$ cat config.mk
export PLATFORM = sky130hd
export DESIGN_NAME = amp_front
export DESIGN_NICKNAME = d
export VERILOG_FILES = /design/src/sv/assert_macros.svh /design/src/sv/amp_pkg.sv /design/src/sv/amp_front.sv
export SDC_FILE = /design/constraint.sdc
export NUM_CORES = 1
export LEC_CHECK = 0
export BUFFER_PORTS_ARGS = -buffer_cell sky130_fd_sc_hd__buf_4
export CORE_MARGIN = 1.5
export CORE_UTILIZATION = 40
export CTS_BUF_LIST = sky130_fd_sc_hd__clkbuf_2
export CTS_CLUSTER_DIAMETER = 40
export DETAILED_ROUTE_END_ITERATION = 8
export PLACE_DENSITY = 0.78
export SLEW_MARGIN = 20
export SYNTH_ARGS = -nofsm -noshare
export SYNTH_HDL_FRONTEND = slang
export SYNTH_SLANG_ARGS = --single-unit
$ cat constraint.sdc
create_clock -name clk -period 8.6 [get_ports clk]
set_input_delay 1.72 -clock clk [delete_from_list [all_inputs] [get_ports clk]]
set_output_delay 1.72 -clock clk [all_outputs]
set_load 0.005 [all_outputs]
$ cat src/sv/assert_macros.svh
// Assertion macros shared by the angular motion profile RTL.
// Needs clk and rst in scope at the point of use.
`ifndef ASSERT_MACROS_SVH
`define ASSERT_MACROS_SVH

// Checked property, masked while reset is high
`define AMP_ASSERT(label, prop, msg) \
  label: assert property (@(posedge clk) disable iff (rst) prop) else $error(msg);

// Checked property, also evaluated during reset
`define AMP_ASSERT_ALWAYS(label, prop, msg) \
  label: assert property (@(posedge clk) prop) else $error(msg);

`endif

$ cat src/sv/amp_pkg.sv
// Types, constants and helpers of the angular motion profile unit.
// No dependencies; used by every module of the block.
`timescale 1ns / 1ps

package amp_pkg;

  localparam int FRAC_BITS = 16;
  localparam int HEAD_W    = 19;
  localparam int RATE_W    = 24;
  localparam int TIME_W    = 24;
  localparam int FRACT_W   = 17;
  localparam int MAG_W     = 20;
  localparam int HW_W      = 22;   // heading arithmetic width
  localparam int TT_W      = 48;   // T squared
  localparam int EPS_W     = 36;   // |d| * 40000
  localparam int MD_Y_W    = 38;   // multiplier operand of the muldiv unit
  localparam int MD_CNT_W  = 6;

  localparam logic signed [HW_W-1:0] PI_FIX     = 22'sd205887;
  localparam logic signed [HW_W-1:0] TWO_PI_FIX = 22'sd411775;
  localparam logic [15:0]            EPS_INV    = 16'd40000;
  localparam logic [FRACT_W-1:0]     FRACT_ONE  = 17'd65536;
  localparam logic [RATE_W-2:0]      RATE_MAX   = '1;

  // Classified item handed from the front to the back
  typedef struct packed {
    logic                      first;
    logic signed [HEAD_W-1:0]  begin_rot;
    logic signed [HEAD_W-1:0]  end_rot;
    logic [MAG_W-1:0]          delta_mag;
    logic                      delta_neg;
    logic [TIME_W-1:0]         dur;
    logic [FRACT_W-1:0]        frac;
    logic [TIME_W-1:0]         now;
  } cmd_t;

  // Request to the iterative floor(x*y/d) unit
  typedef struct packed {
    logic              start;
    logic [TT_W-1:0]   x;
    logic [MD_Y_W-1:0] y;
    logic [TT_W-1:0]   d;
  } md_req_t;

  typedef struct packed {
    logic              done;
    logic [MD_Y_W-1:0] q;
  } md_rsp_t;

  // One wrap step into [-pi, pi]
  function automatic logic signed [HW_W-1:0] wrap_step(input logic signed [HW_W-1:0] h);
    if (h > PI_FIX) begin
      return h - TWO_PI_FIX;
    end else if (h < -PI_FIX) begin
      return h + TWO_PI_FIX;
    end
    return h;
  endfunction

endpackage

$ cat src/sv/amp_front.sv
// Front of the profile unit: accepts path points, wraps the heading change,
// clamps the fraction and registers one classified item. Uses amp_pkg.
`timescale 1ns / 1ps

module amp_front (
  input  logic                  clk,
  input  logic                  rst,
  input  logic                  in_valid,
  output logic                  in_ready,
  input  logic                  first_of_segment,
  input  logic [18:0]           begin_head,
  input  logic [18:0]           end_head,
  input  logic [23:0]           segment_duration,
  input  logic [16:0]           rotation_fraction,
  input  logic [23:0]           point_time,
  output logic                  cmd_valid,
  input  logic                  cmd_ready,
  output amp_pkg::cmd_t         cmd
);
  import amp_pkg::*;

  logic                   ent_valid;
  cmd_t                   ent_next;
  logic signed [HW_W-1:0] d_raw;
  logic signed [HW_W-1:0] d_wrap;
  logic signed [HW_W-1:0] d_abs;

  // Heading change, wrapped once
  always_comb begin
    d_raw  = HW_W'($signed(end_head)) - HW_W'($signed(begin_head));
    d_wrap = wrap_step(d_raw);
    d_abs  = d_wrap[HW_W-1] ? -d_wrap : d_wrap;
    ent_next.first     = first_of_segment;
    ent_next.begin_rot = $signed(begin_head);
    ent_next.end_rot   = $signed(end_head);
    ent_next.delta_mag = d_abs[MAG_W-1:0];
    ent_next.delta_neg = d_wrap[HW_W-1];
    ent_next.dur       = segment_duration;
    ent_next.frac      = (rotation_fraction > FRACT_ONE) ? FRACT_ONE : rotation_fraction;
    ent_next.now       = point_time;
  end

  assign in_ready  = !ent_valid || cmd_ready;
  assign cmd_valid = ent_valid;

  // Item register
  always_ff @(posedge clk) begin
    if (rst) begin
      ent_valid <= 1'b0;
    end else if (in_ready) begin
      ent_valid <= in_valid;
    end
  end

  always_ff @(posedge clk) begin
    if (in_ready && in_valid) begin
      cmd <= ent_next;
    end
  end

endmodule

==> reports/qor.yml <==
global_routing:
  grt_usage: 0.193
  grt_pass1_wl_um: 27200
  grt_pass1_vias: 5397
  grt_max_degree: 80
  antenna_found_initial: 0
  grt_overflow: 0
yosys:
  synth_area_leaders: "edfxtp_1 (54%), ha_1 (5.6%), xnor2_1 (3.4%)"
  ys_ff_latch: 126
  synth_commonest_cells: "edfxtp_1 (125), nand2_1 (40), inv_1 (38)"
  async_flop_share: 0
  avgSynthCellArea_um2: 11.9
  yosysSeqAreaShare: 0.542
  syn-cell-area_um2: 6960
  yosysTopAreaCell: "edfxtp_1"
  syn_inst: 585
  synth_nets: 726
  synth.distinct_cells: 77
  synth_edf_count: 125
  yosysMostFrequentCell: "edfxtp_1"
  synth_top_area_frac: 0.539
  yosys_warnings: 0
  synth_flop_cell: "edfxtp_1"
pwr:
  ir_drop_mv: 0.114
  power_density_nw_per_um2: 242
  pwr-share-seq: 0.371
  p_leak_uw: 0.00389
  clockPowerShare: 0.185
  p_int_uw: 1420
  power.total_uw: 2240
  switching_share: 0.366
  switching_power_uw: 818
  p_comb_frac: 0.444
clock_tree:
  h-tree-depth: 4
  insertion_delay_ns: 0.68
  ctsResizeCount: 0
  cts_tree: "done"
  tritoncts.num_buffers: 17
  cts.clk_slew.worst_paths_ns: 0.22
  cts_hold_buf: 0
  clkSinkCount: 126
  cts_setup_buffers: 0
  clockBufferDepth: 2
  root_buffer: "clkbuf_2"
worst_hold_path:
  hold_path_class: "reg2reg"
floorplanning:
  core_area_um2: 17200
  die_h_um: 135
  initial_core_util: 0.405
  dieWidth_um: 135
  std_cell_rows: 48
  io_pins: 235
  die_area_um2: 18200
placed_design:
  hpwl_um: 13800
  portBuffers: 234
  gp_congestion: 0.866
timing:
  max-slew-margin-rel: 0.350
  hold_slack_ns: 0.553
  tns_ns: 0
  slew_viol_final: 0
  fmax_mhz: 130
  tightestPinTransition_ns: 0.976
  period_share: 0.893
  finClkSkew_ns: 0.0390
  setup_viol: 0
  final-hold-violation-count: 0
  min_period_ns: 7.68
  rsz0062_at_grt: "false"
route:
  drtAntennaViolNets: 0
  num_vias: 5474
  drt-total-wl_um: 17700
  wire_per_inst_um: 16.6
  first_pass_iters: 4
  drc: 0
  vias_per_cell: 5.14
  drt_iter0_drc: 261
setup_path:
  crit_path_end_kind: "flop"
  crit_arrival_ns: 8.13
  cp_data_required_time_ns: 9.04
  worstSetupPathType: "in2reg"
  critPathMaxStageDelay_ns: 0.42
  cp_slowest_cell: "o311a_4"
  cp-start-kind: "input pin"
  path_max_fanout: 11
layout:
  layout-drive-gt1-share: 0.369
  fin_nets: 968
  register_area_um2: 3770
  final_core_util: 0.537
  area_growth_pct: 32.5
  multi_input_area_um2: 2950
  insertedDiodeCount: 0
  fill_cells: 1488
outcome:
  outcome: "finished, final reports clean"
job:
  drv_cap: 0
[registers in the layout (all words and copies together) (netlist names)]
signal,flops
cmd_valid,1
cmd,125
[area by class of cell]
class / count / share of cell area
Sequential cell: 126 / 0.409
Multi-Input combinational cell: 403 / 0.319
Timing Repair Buffer: 240 / 0.195
Tap cell: 225 / 0.0305
Clock inverter: 14 / 0.0197
Inverter: 39 / 0.0164
Clock buffer: 18 / 0.00976
[worst max-delay path: cells and delay by family]
family | cells | cell delay (ns)
AOI/OAI and AO/OA | 13 | 3.02
and+or+nand+nor | 8 | 1.63
adders and majority gates | 3 | 0.98
xor gates and xnor gates | 2 | 0.48
buffers and inverters | 4 | 0.30
[per-stage QoR]
step	worst slack (ns)	instances	area (um^2)
finish	0.919	1065	9230
global route	0.435	1065	9230
detailed placement	0.232	1033	8960
CTS	1.03	1065	9230
floorplan	1.05	585	6960
global placement	0.434	1033	8960
[cells by family (layout without fill, tap and decap cells)]
kind of cell	count (synthesis)	after routing	share of synthesized area
muxes	13	13	0.0189
AOI/OAI and AO/OA	145	145	0.157
xor gates and xnor gates	45	45	0.0604
and+or+nand+nor	167	167	0.126
DFF	126	126	0.542
adders and majority gates	33	33	0.0615
buffers and inverters	56	311	0.0350
[placed cells by master, fill, tap and decap left out, drive strengths merged, types with 3 or more instances in the layout]
master   count
and2         7
o211ai       7
o31ai        5
or3          5
nand3       11
buf        240
and3         7
a211oi       5
mux2i       12
a21oi       44
o311a        3
xor2        17
nor2        36
nor4         7
a31oi        7
o21a         7
a41oi        4
bufinv       3
edfxtp     125
clkbuf      18
o221ai       3
nand4        6
xnor2       28
o21ai       24
ha          31
clkinv       5
inv         44
nor3        11
nor2b       22
or2          5
nand2b       3
a21o         7
nand2       41
o2111ai      5
[layer usage]
layer  track usage  wire [um]  up-vias
met5             0          0        -
met2         0.369       9530      172
li1              -          -     2684
met1         0.208       6730     2594
met3        0.0469       1150       24
met4        0.0645        260        0
[power groups by stage]
stage                     Sequential [uW]  Combinational, uW  Clock, uW
final                                 831                993        414
after global routing                  839               1090        454
after CTS                             833               1000        428
after detailed placement              846                996          0
after global placement                846                972          0
after floorplan                       854                680          0
[final timing paths]
path / start / endpoint / slack, ns / cells after the start
min: cmd_valid / cmd_valid / 0.55 / 2
max: end_head[0] / cmd[85] / 0.92 / 30
max reg2reg: cmd_valid / cmd[77] / 6.23 / 3
min reg2reg: cmd_valid / cmd_valid / 0.55 / 2
Note: power is estimated with default switching activity, not from simulation.
