[src/sv/assert_macros.svh]
// Assertion macros shared by the angular motion profile RTL.
// Needs clk and rst in scope at the point of use.
`ifndef ASSERT_MACROS_SVH
`define ASSERT_MACROS_SVH

// Checked property, masked while reset is high
`define AMP_ASSERT(label, prop, msg) \
  label: assert property (@(posedge clk) disable iff (rst) prop) else $error(msg);

// Checked property, also evaluated during reset
`define AMP_ASSERT_ALWAYS(label, prop, msg) \
  label: assert property (@(posedge clk) prop) else $error(msg);

`endif

[src/sv/amp_pkg.sv]
// Types, constants and helpers of the angular motion profile unit.
// No dependencies; used by every module of the block.
`timescale 1ns / 1ps

package amp_pkg;

  localparam int FRAC_BITS = 16;
  localparam int HEAD_W    = 19;
  localparam int RATE_W    = 24;
  localparam int TIME_W    = 24;
  localparam int FRACT_W   = 17;
  localparam int MAG_W     = 20;
  localparam int HW_W      = 22;   // heading arithmetic width
  localparam int TT_W      = 48;   // T squared
  localparam int EPS_W     = 36;   // |d| * 40000
  localparam int MD_Y_W    = 38;   // multiplier operand of the muldiv unit
  localparam int MD_CNT_W  = 6;

  localparam logic signed [HW_W-1:0] PI_FIX     = 22'sd205887;
  localparam logic signed [HW_W-1:0] TWO_PI_FIX = 22'sd411775;
  localparam logic [15:0]            EPS_INV    = 16'd40000;
  localparam logic [FRACT_W-1:0]     FRACT_ONE  = 17'd65536;
  localparam logic [RATE_W-2:0]      RATE_MAX   = '1;

  // Classified item handed from the front to the back
  typedef struct packed {
    logic                      first;
    logic signed [HEAD_W-1:0]  begin_rot;
    logic signed [HEAD_W-1:0]  end_rot;
    logic [MAG_W-1:0]          delta_mag;
    logic                      delta_neg;
    logic [TIME_W-1:0]         dur;
    logic [FRACT_W-1:0]        frac;
    logic [TIME_W-1:0]         now;
  } cmd_t;

  // Request to the iterative floor(x*y/d) unit
  typedef struct packed {
    logic              start;
    logic [TT_W-1:0]   x;
    logic [MD_Y_W-1:0] y;
    logic [TT_W-1:0]   d;
  } md_req_t;

  typedef struct packed {
    logic              done;
    logic [MD_Y_W-1:0] q;
  } md_rsp_t;

  // One wrap step into [-pi, pi]
  function automatic logic signed [HW_W-1:0] wrap_step(input logic signed [HW_W-1:0] h);
    if (h > PI_FIX) begin
      return h - TWO_PI_FIX;
    end else if (h < -PI_FIX) begin
      return h + TWO_PI_FIX;
    end
    return h;
  endfunction

endpackage

[src/sv/amp_queue.sv]
// Short queue of classified items between the front and the back.
// Uses amp_pkg for the item type.
`timescale 1ns / 1ps

module amp_queue #(
  parameter int DEPTH = 4
) (
  input  logic          clk,
  input  logic          rst,
  input  logic          push,
  output logic          can_push,
  input  amp_pkg::cmd_t push_data,
  output logic          has_data,
  input  logic          pop,
  output amp_pkg::cmd_t pop_data
);
  import amp_pkg::*;

  localparam int PTR_W = (DEPTH > 1) ? $clog2(DEPTH) : 1;
  localparam int CNT_W = $clog2(DEPTH + 1);

  cmd_t             slots [DEPTH];
  logic [PTR_W-1:0] wr_ptr;
  logic [PTR_W-1:0] rd_ptr;
  logic [CNT_W-1:0] count;
  logic             do_push;
  logic             do_pop;

  assign can_push = (count != CNT_W'(DEPTH));
  assign has_data = (count != '0);
  assign do_push  = push && can_push;
  assign do_pop   = pop && has_data;
  assign pop_data = slots[rd_ptr];

  always_ff @(posedge clk) begin
    if (do_push) begin
      slots[wr_ptr] <= push_data;
    end
  end

  // Pointers and fill count
  always_ff @(posedge clk) begin
    if (rst) begin
      wr_ptr <= '0;
      rd_ptr <= '0;
      count  <= '0;
    end else begin
      if (do_push) begin
        wr_ptr <= (wr_ptr == PTR_W'(DEPTH - 1)) ? '0 : wr_ptr + 1'b1;
      end
      if (do_pop) begin
        rd_ptr <= (rd_ptr == PTR_W'(DEPTH - 1)) ? '0 : rd_ptr + 1'b1;
      end
      if (do_push && !do_pop) begin
        count <= count + 1'b1;
      end else if (do_pop && !do_push) begin
        count <= count - 1'b1;
      end
    end
  end

endmodule

[config.mk]
export PLATFORM = sky130hd
export DESIGN_NAME = amp_queue
export DESIGN_NICKNAME = d
export VERILOG_FILES = /design/src/sv/assert_macros.svh /design/src/sv/amp_pkg.sv /design/src/sv/amp_queue.sv
export SDC_FILE = /design/constraint.sdc
export NUM_CORES = 1
export LEC_CHECK = 0
export BUFFER_PORTS_ARGS = -buffer_cell sky130_fd_sc_hd__clkbuf_2
export CAP_MARGIN = 20
export CORE_MARGIN = 5
export CORE_UTILIZATION = 56
export CTS_CLUSTER_DIAMETER = 100
export CTS_CLUSTER_SIZE = 28
export DETAILED_ROUTE_END_ITERATION = 16
export GPL_TIMING_DRIVEN = 0
export PLACE_DENSITY = 0.83
export RECOVER_POWER = 25
export SETUP_SLACK_MARGIN = 0.4
export SYNTH_ARGS = -nofsm -noshare
export SYNTH_HDL_FRONTEND = slang
export SYNTH_SLANG_ARGS = --single-unit
[constraint.sdc]
create_clock -name clk -period 7.6 [get_ports clk]
set_input_delay 0.38 -clock clk [delete_from_list [all_inputs] [get_ports clk]]
set_output_delay 0.38 -clock clk [all_outputs]
set_load 0.05 [all_outputs]
==> reports/qor.log, run 1 <==
INFO  clock_network  clock_sinks=509
INFO  placement      dp_hpwl=22380µm
INFO  sta            post-route-min-period=2.851ns
INFO  global_route   grt.overflow.total=0
INFO  clock_network  clockRootBuffer=sky130_fd_sc_hd__clkbuf_16
INFO  setup_path     worst-setup-path-type=register to primary output
INFO  placement      placement.cell_area=20530µm²
INFO  global_route   grt_start_max_net_pins=60
INFO  synth          post-synth-top-count-cell=sky130_fd_sc_hd__edfxtp_1
INFO  synth          synth.yosys.warnings=0
INFO  routing        drt_drc=0
INFO  setup_path     setup.worst_path.end_class=primary output
INFO  sta            final_min_period_over_clock_period=0.3752
INFO  setup_path     timing.critical_path.cells=buf_2, buf_2, buf_2, mux4_2, clkbuf_2
INFO  synth          synth_simple_gate_area_share=0.005752
INFO  global_route   grt_use_total=0.1859
INFO  routing        drt_pass1_iterations=4
INFO  placement      numPortBuffers=254
INFO  clock_network  clk-insertion-delay-late=0.55ns
INFO  synth          synth_top_family_by_area=multiplexers
INFO  synth          synth_area_leaders=sky130_fd_sc_hd__edfxtp_1, sky130_fd_sc_hd__mux4_2, sky130_fd_sc_hd__dfxtp_1
INFO  setup_path     critical-path-max-stage-delay=0.37ns
INFO  clock_network  clock_path_buffers=3
INFO  synth          syn_avg_cell_area=26.38µm²
INFO  synth          synth_fa_ha_area_frac=0.005143
INFO  setup_path     data_arrival_time_of_the_critical_path=2.47ns
INFO  clock_network  post_cts_hold_buffer_count=0
INFO  global_route   vias_in_the_first_global_route=8510
INFO  routing        wl=34500µm
INFO  floorplanning  height_of_the_die=191.7µm
INFO  placement      finalWeightedCongestion=0.6978
INFO  routing        vias=8166
INFO  setup_path     critical_path_peak_fanout=10
INFO  clock_network  clkSlewWorstSetupHoldPaths=0.10ns
INFO  setup_path     critical_path_most_common_cell=sky130_fd_sc_hd__buf_2
INFO  sta            final_hold_viol_count=0
INFO  synth          share_of_synthesized_area_occupied_by_flip_flops_and_latches=0.8218
INFO  synth          synth_seq_cells=509
INFO  global_route   grt_pass1_wl=51650µm
INFO  cells_and_area finalInstanceArea=21070µm²
INFO  clock_network  tritoncts_buffer_count=22
INFO  synth          synth.cells.most_frequent=sky130_fd_sc_hd__edfxtp_1, sky130_fd_sc_hd__mux4_2, sky130_fd_sc_hd__buf_2, sky130_fd_sc_hd__dfxtp_1, sky130_fd_sc_hd__clkbuf_1
INFO  setup_path     cp-start-kind=register
INFO  flow_run       max_cap_violations=0
INFO  setup_path     worst-endpoint-required=7.22ns
INFO  power_and_ir_drop ir_drop=0.2651mV
INFO  sta            timing.final.setup_violations=0
INFO  cells_and_area number_of_fillers_in_the_final_layout=2178
INFO  clock_network  cts_tree=yes
INFO  cells_and_area drive_gt1_frac=0.3628
INFO  sta            fin_setup_tns=0ns
INFO  synth          post-synth-top-area-fraction=0.8121
INFO  synth          mappedNetlistArea=18490µm²
INFO  power_and_ir_drop static-leakage-power=6.796nW
INFO  sta            worst_slew_margin_rel=0.3838
INFO  sta            maxClockFrequency=350.7MHz
INFO  synth          muxShareOfSynthArea=0.1539
INFO  floorplanning  die_w=191.7µm
INFO  synth          net_count_after_synthesis=837
INFO  synth          ys.flop_type=sky130_fd_sc_hd__edfxtp_1
INFO  clock_network  cts_setup_buffers=0
INFO  routing        dr.first_iter.drc_count=483
INFO  floorplanning  pin_count=256
INFO  outcome        status=finished clean
INFO  cells_and_area final_nets=1123
INFO  floorplanning  core_area=32540µm²
INFO  floorplanning  floorplan_die_area=36750µm²
INFO  synth          synthCells=701
INFO  setup_path     critical_path.top_delay_family=buffers and inverters
INFO  routing        drtAntennaViolNets=0
INFO  power_and_ir_drop p_per_area=335.2nW/µm²
INFO  synth          yosys.area.top_type=sky130_fd_sc_hd__edfxtp_1
INFO  synth          yosysUniqueCellTypes=26
INFO  global_route   antenna_found_initial=3
INFO  setup_path     critical-path-slowest-cell=sky130_fd_sc_hd__mux4_2
INFO  clock_network  cts_resized=0
INFO  floorplanning  initial_utilization=0.5683
INFO  sta            finalMaxSlewViolations=0
INFO  clock_network  cts-htree-levels=1
INFO  routing        vias_per_cell=5.679
INFO  synth          async_reset_ff_frac=0
INFO  setup_path     total_buffers_and_inverters_traversed_by_the_critical_path=4
INFO  synth          area_share_of_xor_xnor_cells_in_the_synthesized_design=0.0009474
INFO  sta            fin_skew=0.02459ns
INFO  sta            tightestPinTransition=0.9242ns
INFO  synth          compound_gate_fraction_of_synth_area=0.001895
INFO  routing        route.detailed.wl_per_inst=23.99µm
INFO  synth          synth_edf_count=500
INFO  floorplanning  std_cell_rows=66
INFO  cells_and_area area_growth=13.97%
INFO  sta            unrepaired_setup_endpoints_after_global_routing=false
INFO  hold_path      worst_hold_path_type=primary input to register
-- layer usage --
metal,track usage,wire [µm]
met5,0,27
met4,0.02845,524
met3,0.05180,3017
met2,0.3110,17480
met1,0.2555,13450
-- flip-flops by register name, indices dropped and copies added, names as in the netlist, named ones only --
name,count
slots,500
count,3
rd_ptr,2
wr_ptr,2
-- cell type report --
cell class / instances / area (µm²) / area share
Clock inverter: 1 / 30.03 / 0.001425
Buffer: 30 / 183.9 / 0.008729
Antenna cell: 1 / 2.502 / 0.0001188
Tap cell: 442 / 553.0 / 0.02625
Sequential cell: 509 / 15190 / 0.7211
Timing Repair Buffer: 262 / 1376 / 0.06532
Inverter: 3 / 11.26 / 0.0005344
Clock buffer: 31 / 605.6 / 0.02874
Multi-Input combinational cell: 159 / 3114 / 0.1478
-- cells in the final DEF (no fill, tap or decap), drive strengths merged, types with 2 or more instances in the layout --
cell	count
clkbuf	294
and3	4
xor2	2
dfxtp	9
nor2	3
inv	3
mux4	125
buf	29
ha	6
o31ai	2
nand2b	2
or3	3
edfxtp	500
mux2i	3
a21oi	2
-- report_power, final --
group | switching (mW) | internal (mW) | leakage, nW
clock network | 0.777 | 0.567 | 0.304
logic | 1.59 | 0.665 | 1.84
registers | 0.0680 | 3.39 | 4.66
total | 2.44 | 4.63 | 6.80
-- stage by stage --
step             util  cells  setup slack (ns)  hold WS, ns  power [mW]
6_report       0.6476   1438             4.749      0.06259       7.063
5_1_grt        0.6476   1437             4.615      0.04084       7.357
4_1_cts        0.6506   1437             4.670     0.009947       7.154
3_5_place_dp   0.6311   1405             5.027       0.5013       5.826
3_3_place_gp   0.6243   1397             3.740       0.4834       5.781
2_1_floorplan       -    701             4.699       0.4634       5.242
-- kinds of logic (layout without fill, tap and decap cells) --
logic type,count (synthesis),in the layout
other,0,1
adders and majority gates,7,7
xor gates and xnor gates,2,2
and+or+nand+nor,17,17
buffers and inverters,33,327
DFF,509,509
muxes,128,128
AOI/OAI and AO/OA,5,5
-- final timing paths --
path	slack, ns	endpoint	cells past startpoint	start
worst max-delay path	4.75	pop_data[78]	5	register
worst min-delay path	0.06	slots[3][85]$_DFFE_PP_	1	push_data[85]
worst max register to register	5.07	slots[0][72]$_DFFE_PP_	5	count[0]$_SDFFE_PP0P_
worst min register to register	0.53	count[2]$_SDFFE_PP0P_	2	count[2]$_SDFFE_PP0P_
Power figures use the tool's default switching activity.
==> inputs of run 2 (changes only) <==
--- a/config.mk
+++ b/config.mk
@@ -5,6 +5,7 @@
 export SDC_FILE = /design/constraint.sdc
 export NUM_CORES = 1
 export LEC_CHECK = 0
+export ABC_AREA = 1
 export BUFFER_PORTS_ARGS = -buffer_cell sky130_fd_sc_hd__clkbuf_2
 export CAP_MARGIN = 20
 export CORE_MARGIN = 5
==> constraint.sdc (replaced) <==
create_clock -name clk -period 2.91 [get_ports clk]
set_input_delay 0.1455 -clock clk [delete_from_list [all_inputs] [get_ports clk]]
set_output_delay 0.1455 -clock clk [all_outputs]
set_load 0.05 [all_outputs]
==> run 2 against run 1 <==
Clock power grew to 2.7 times the previous value; global-route usage is 6.1 points higher; clock skew is 0.0024 ns higher; sequential power grew to 2.6 times the previous value; core utilization is 5.5 points higher; hold slack better by 0.26 ns; largest power group is now combinational logic; largest cell class unchanged; synthesized area is 3.0% higher; count of clock-buffer cells in the layout is 1 higher.
==> reports/qor.log, run 2 <==
INFO  outcome        status=finished clean
INFO  setup_path     setup.worst_path.end_class=primary output
INFO  cells_and_area drive_gt1_frac=0.1873 [-0.1755]
INFO  clock_network  clkSlewWorstSetupHoldPaths=0.11ns [about the same]
INFO  routing        vias=12690 [+55%]
INFO  synth          yosysUniqueCellTypes=23 [-12%]
INFO  synth          share_of_synthesized_area_occupied_by_flip_flops_and_latches=0.7977 [-0.02408]
INFO  cells_and_area final_nets=1841 [+64%]
INFO  floorplanning  height_of_the_die=194.4µm [+1.4%]
INFO  setup_path     cp-start-kind=register
INFO  placement      numPortBuffers=255 [+0.39%]
INFO  placement      finalWeightedCongestion=0.7984 [+14%]
INFO  synth          synth.yosys.warnings=0 [unchanged]
INFO  sta            final_min_period_over_clock_period=0.8438
INFO  cells_and_area mostFrequentLayoutCells=sky130_fd_sc_hd__edfxtp_1, sky130_fd_sc_hd__nor2_1, sky130_fd_sc_hd__o21ai_0, sky130_fd_sc_hd__clkbuf_2, sky130_fd_sc_hd__dlygate4sd3_1
INFO  routing        dr.first_iter.drc_count=1171 [+140%]
INFO  clock_network  tritoncts_buffer_count=22 [unchanged]
INFO  power_and_ir_drop static-leakage-power=8.190nW [+21%]
INFO  setup_path     ff2ff_path_depth=6 [+1]
INFO  synth          synthCells=1278 [+82%]
INFO  hold_path      worst_hold_path_type=primary input to register
INFO  cells_and_area layout_top_registers=slots: 500 flops, count: 3 flops
INFO  global_route   grt_pass1_wl=73400µm [+42%]
INFO  setup_path     worst-setup-path-type=register to primary output
INFO  floorplanning  die_w=194.4µm [+1.4%]
INFO  floorplanning  pin_count=256 [unchanged]
INFO  global_route   grt.overflow.total=0 [unchanged]
INFO  cells_and_area largest-register=slots
INFO  placement      placement.cell_area=21400µm² [+4.2%]
INFO  global_route   vias_in_the_first_global_route=12940 [+52%]
INFO  sta            final_hold_viol_count=0 [unchanged]
INFO  routing        drt_drc=0 [unchanged]
INFO  sta            post-route-min-period=2.455ns
INFO  synth          post-synth-top-count-cell=sky130_fd_sc_hd__edfxtp_1
INFO  sta            unrepaired_setup_endpoints_after_global_routing=true
INFO  hold_path      min_delay_worst_endpoint=count[0]$_SDFFE_PP0P_
INFO  routing        route.detailed.wl_per_inst=22.59µm [-5.8%]
INFO  global_route   antenna_found_initial=5 [+2]
INFO  routing        vias_per_cell=5.860 [+3.2%]
INFO  clock_network  clock_sinks=509 [unchanged]
INFO  sta            finalMaxSlewViolations=0 [unchanged]
INFO  synth          post-synth-top-area-fraction=0.7883 [-0.02379]
INFO  routing        wl=48910µm [+42%]
INFO  synth          synth_edf_count=500 [unchanged]
INFO  clock_network  clockRootBuffer=sky130_fd_sc_hd__clkbuf_16
INFO  routing        drt_pass1_iterations=5 [+1]
INFO  synth          syn_avg_cell_area=14.90µm² [-43%]
INFO  synth          yosys.area.top_type=sky130_fd_sc_hd__edfxtp_1
INFO  clock_network  cts_tree=yes
INFO  cells_and_area area_growth=23.77%
INFO  sta            tightestPinTransition=0.7423ns [-0.1819 ns]
INFO  power_and_ir_drop p_per_area=985.9nW/µm² [+190%]
INFO  setup_path     regToRegSetupSlack=0.58ns [-4.49 ns]
INFO  cells_and_area finish.cell_count_without_fillers=2165 [+51%]
INFO  hold_path      worst_hold_path.num_cells=3 [+2]
INFO  synth          net_count_after_synthesis=1414 [+69%]
INFO  synth          synth.cells.most_frequent=sky130_fd_sc_hd__edfxtp_1, sky130_fd_sc_hd__nor2_1, sky130_fd_sc_hd__o21ai_0, sky130_fd_sc_hd__o22ai_1, sky130_fd_sc_hd__o21ai_1
INFO  setup_path     r2r_end=slots[3][65]$_DFFE_PP_
INFO  placement      dp_hpwl=30010µm [+34%]
INFO  cells_and_area flip_flop_count_of_the_largest_register_after_layout=500 [unchanged]
INFO  synth          mappedNetlistArea=19050µm² [+3.0%]
INFO  synth          synth_area_leaders=sky130_fd_sc_hd__edfxtp_1, sky130_fd_sc_hd__o21ai_0, sky130_fd_sc_hd__nor2_1
INFO  synth          synth_seq_cells=509 [unchanged]
INFO  clock_network  clk-insertion-delay-late=0.56ns [about the same]
INFO  global_route   grt_use_total=0.2474 [+0.06144]
INFO  sta            fin_skew=0.02702ns [+0.002432 ns]
INFO  power_and_ir_drop ir_drop=0.9572mV [+260%]
INFO  hold_path      hold_path.startpoint=rst
INFO  sta            worst_slew_margin_rel=0.5040 [+0.1201]
INFO  floorplanning  floorplan_die_area=37800µm² [+2.9%]
INFO  global_route   grt_start_max_net_pins=30 [-50%]
INFO  placement      instance_count_after_placement_with_tap_cells_included=2001 [+42%]
INFO  clock_network  cts-htree-levels=1 [unchanged]
INFO  sta            timing.final.setup_violations=0 [unchanged]
INFO  routing        drtAntennaViolNets=0 [unchanged]
INFO  synth          async_reset_ff_frac=0 [unchanged]
INFO  floorplanning  std_cell_rows=67 [+1.5%]
INFO  floorplanning  initial_utilization=0.5680 [about the same]
INFO  sta            maxClockFrequency=407.3MHz
INFO  cells_and_area core_util_final=0.7030 [+0.05539]
INFO  clock_network  clock_path_buffers=3 [unchanged]
INFO  cells_and_area finalInstanceArea=23570µm² [+12%]
INFO  setup_path     worst-endpoint-required=2.76ns [-4.46 ns]
INFO  synth          ys.flop_type=sky130_fd_sc_hd__edfxtp_1
INFO  sta            worst_hold_slack_after_final_layout=0.3199ns [+0.2573 ns]
INFO  setup_path     critical_path_peak_fanout=10 [unchanged]
INFO  flow_run       max_cap_violations=0 [unchanged]
INFO  floorplanning  core_area=33530µm² [+3.1%]
INFO  setup_path     regToRegStartpoint=wr_ptr[1]$_SDFFE_PP0P_
INFO  setup_path     data_arrival_time_of_the_critical_path=2.31ns [-0.16 ns]
INFO  cells_and_area most_common_library_cell_in_the_layout_ignoring_fill_and_taps=sky130_fd_sc_hd__edfxtp_1
run 2: power by group:
part	internal, mW	total, mW	switching, mW
Sequential	8.91	9.12	0.210
Combinational	2.76	10.5	7.77
Clock	1.49	3.60	2.11
Total	13.2	23.2	10.1
run 2: final cells by class:
cell class                      instances  area, µm²
Multi-Input combinational cell        671       3359
Fill cell                            2096       9958
Buffer                                 82      636.9
Timing Repair Buffer                  403       3098
Inverter                               16      72.57
Antenna cell                            3      7.507
Sequential cell                       509      15200
Clock buffer                           32      609.3
Clock inverter                          1      30.03
Tap cell                              448      560.5
run 2: per-layer routing:
metal	vias up	routed length [µm]	global-route usage	share of wire
met2	690	24960	0.4336	0.51
li1	5654	-	-	-
met1	6257	18270	0.3178	0.37
met4	4	1245	0.06693	0.025
met5	-	21	0	0.00043
met3	81	4408	0.05073	0.090
run 2: kinds of logic after synthesis:
logic type / count (synthesis) / share of synthesized area
AO/OA/AOI/OAI: 378 / 0.1075
XOR/XNOR: 1 / 0.0004599
adder cells (fa/ha/maj): 7 / 0.004992
buffers and inverters: 98 / 0.03252
flip-flops: 509 / 0.7977
AND/OR/NAND/NOR: 285 / 0.05676
run 2: timing repair:
action                                  CTS  global route
endpoints found under the setup margin  122           113
hold buffers                            128             0
buffers inserted                          0             0
resized for setup                        86           104
pin swaps                                 0             1
hold endpoints to repair                509             0
run 2: worst max-delay path, cell delays in order (launching register included):
cell and delay [ns]:
sky130_fd_sc_hd__dfxtp_1 0.35, sky130_fd_sc_hd__buf_6 0.16, sky130_fd_sc_hd__buf_8 0.19, sky130_fd_sc_hd__buf_6 0.22, sky130_fd_sc_hd__buf_4 0.22, sky130_fd_sc_hd__nor2_1 0.07
sky130_fd_sc_hd__o22ai_1 0.20, sky130_fd_sc_hd__buf_2 0.31
run 2: how the worst max path moves through the flow:
stage | start | to | slack [ns]
after floorplan | count[0]$_SDFFE_PP0P_ | slots[0][0]$_DFFE_PP_ | -0.02
final | register | pop_data[24] | 0.45
after detailed placement | wr_ptr[1]$_SDFFE_PP0P_ | slots[3][63]$_DFFE_PP_ | 0.61
after global placement | count[0]$_SDFFE_PP0P_ | slots[0][69]$_DFFE_PP_ | -1.32
after global routing | register | pop_data[4] | 0.37
after CTS | register | pop_data[27] | 0.34
run 2: through the flow:
step	total power, mW	setup slack, ns	setup TNS [ns]
after global placement	18.74	-1.324	-629.70
after global routing	24.14	0.3679	0
after detailed placement	19.07	0.6090	0
after floorplan	16.14	-0.01906	-2.382
final	23.24	0.4546	0
after CTS	23.02	0.3376	0
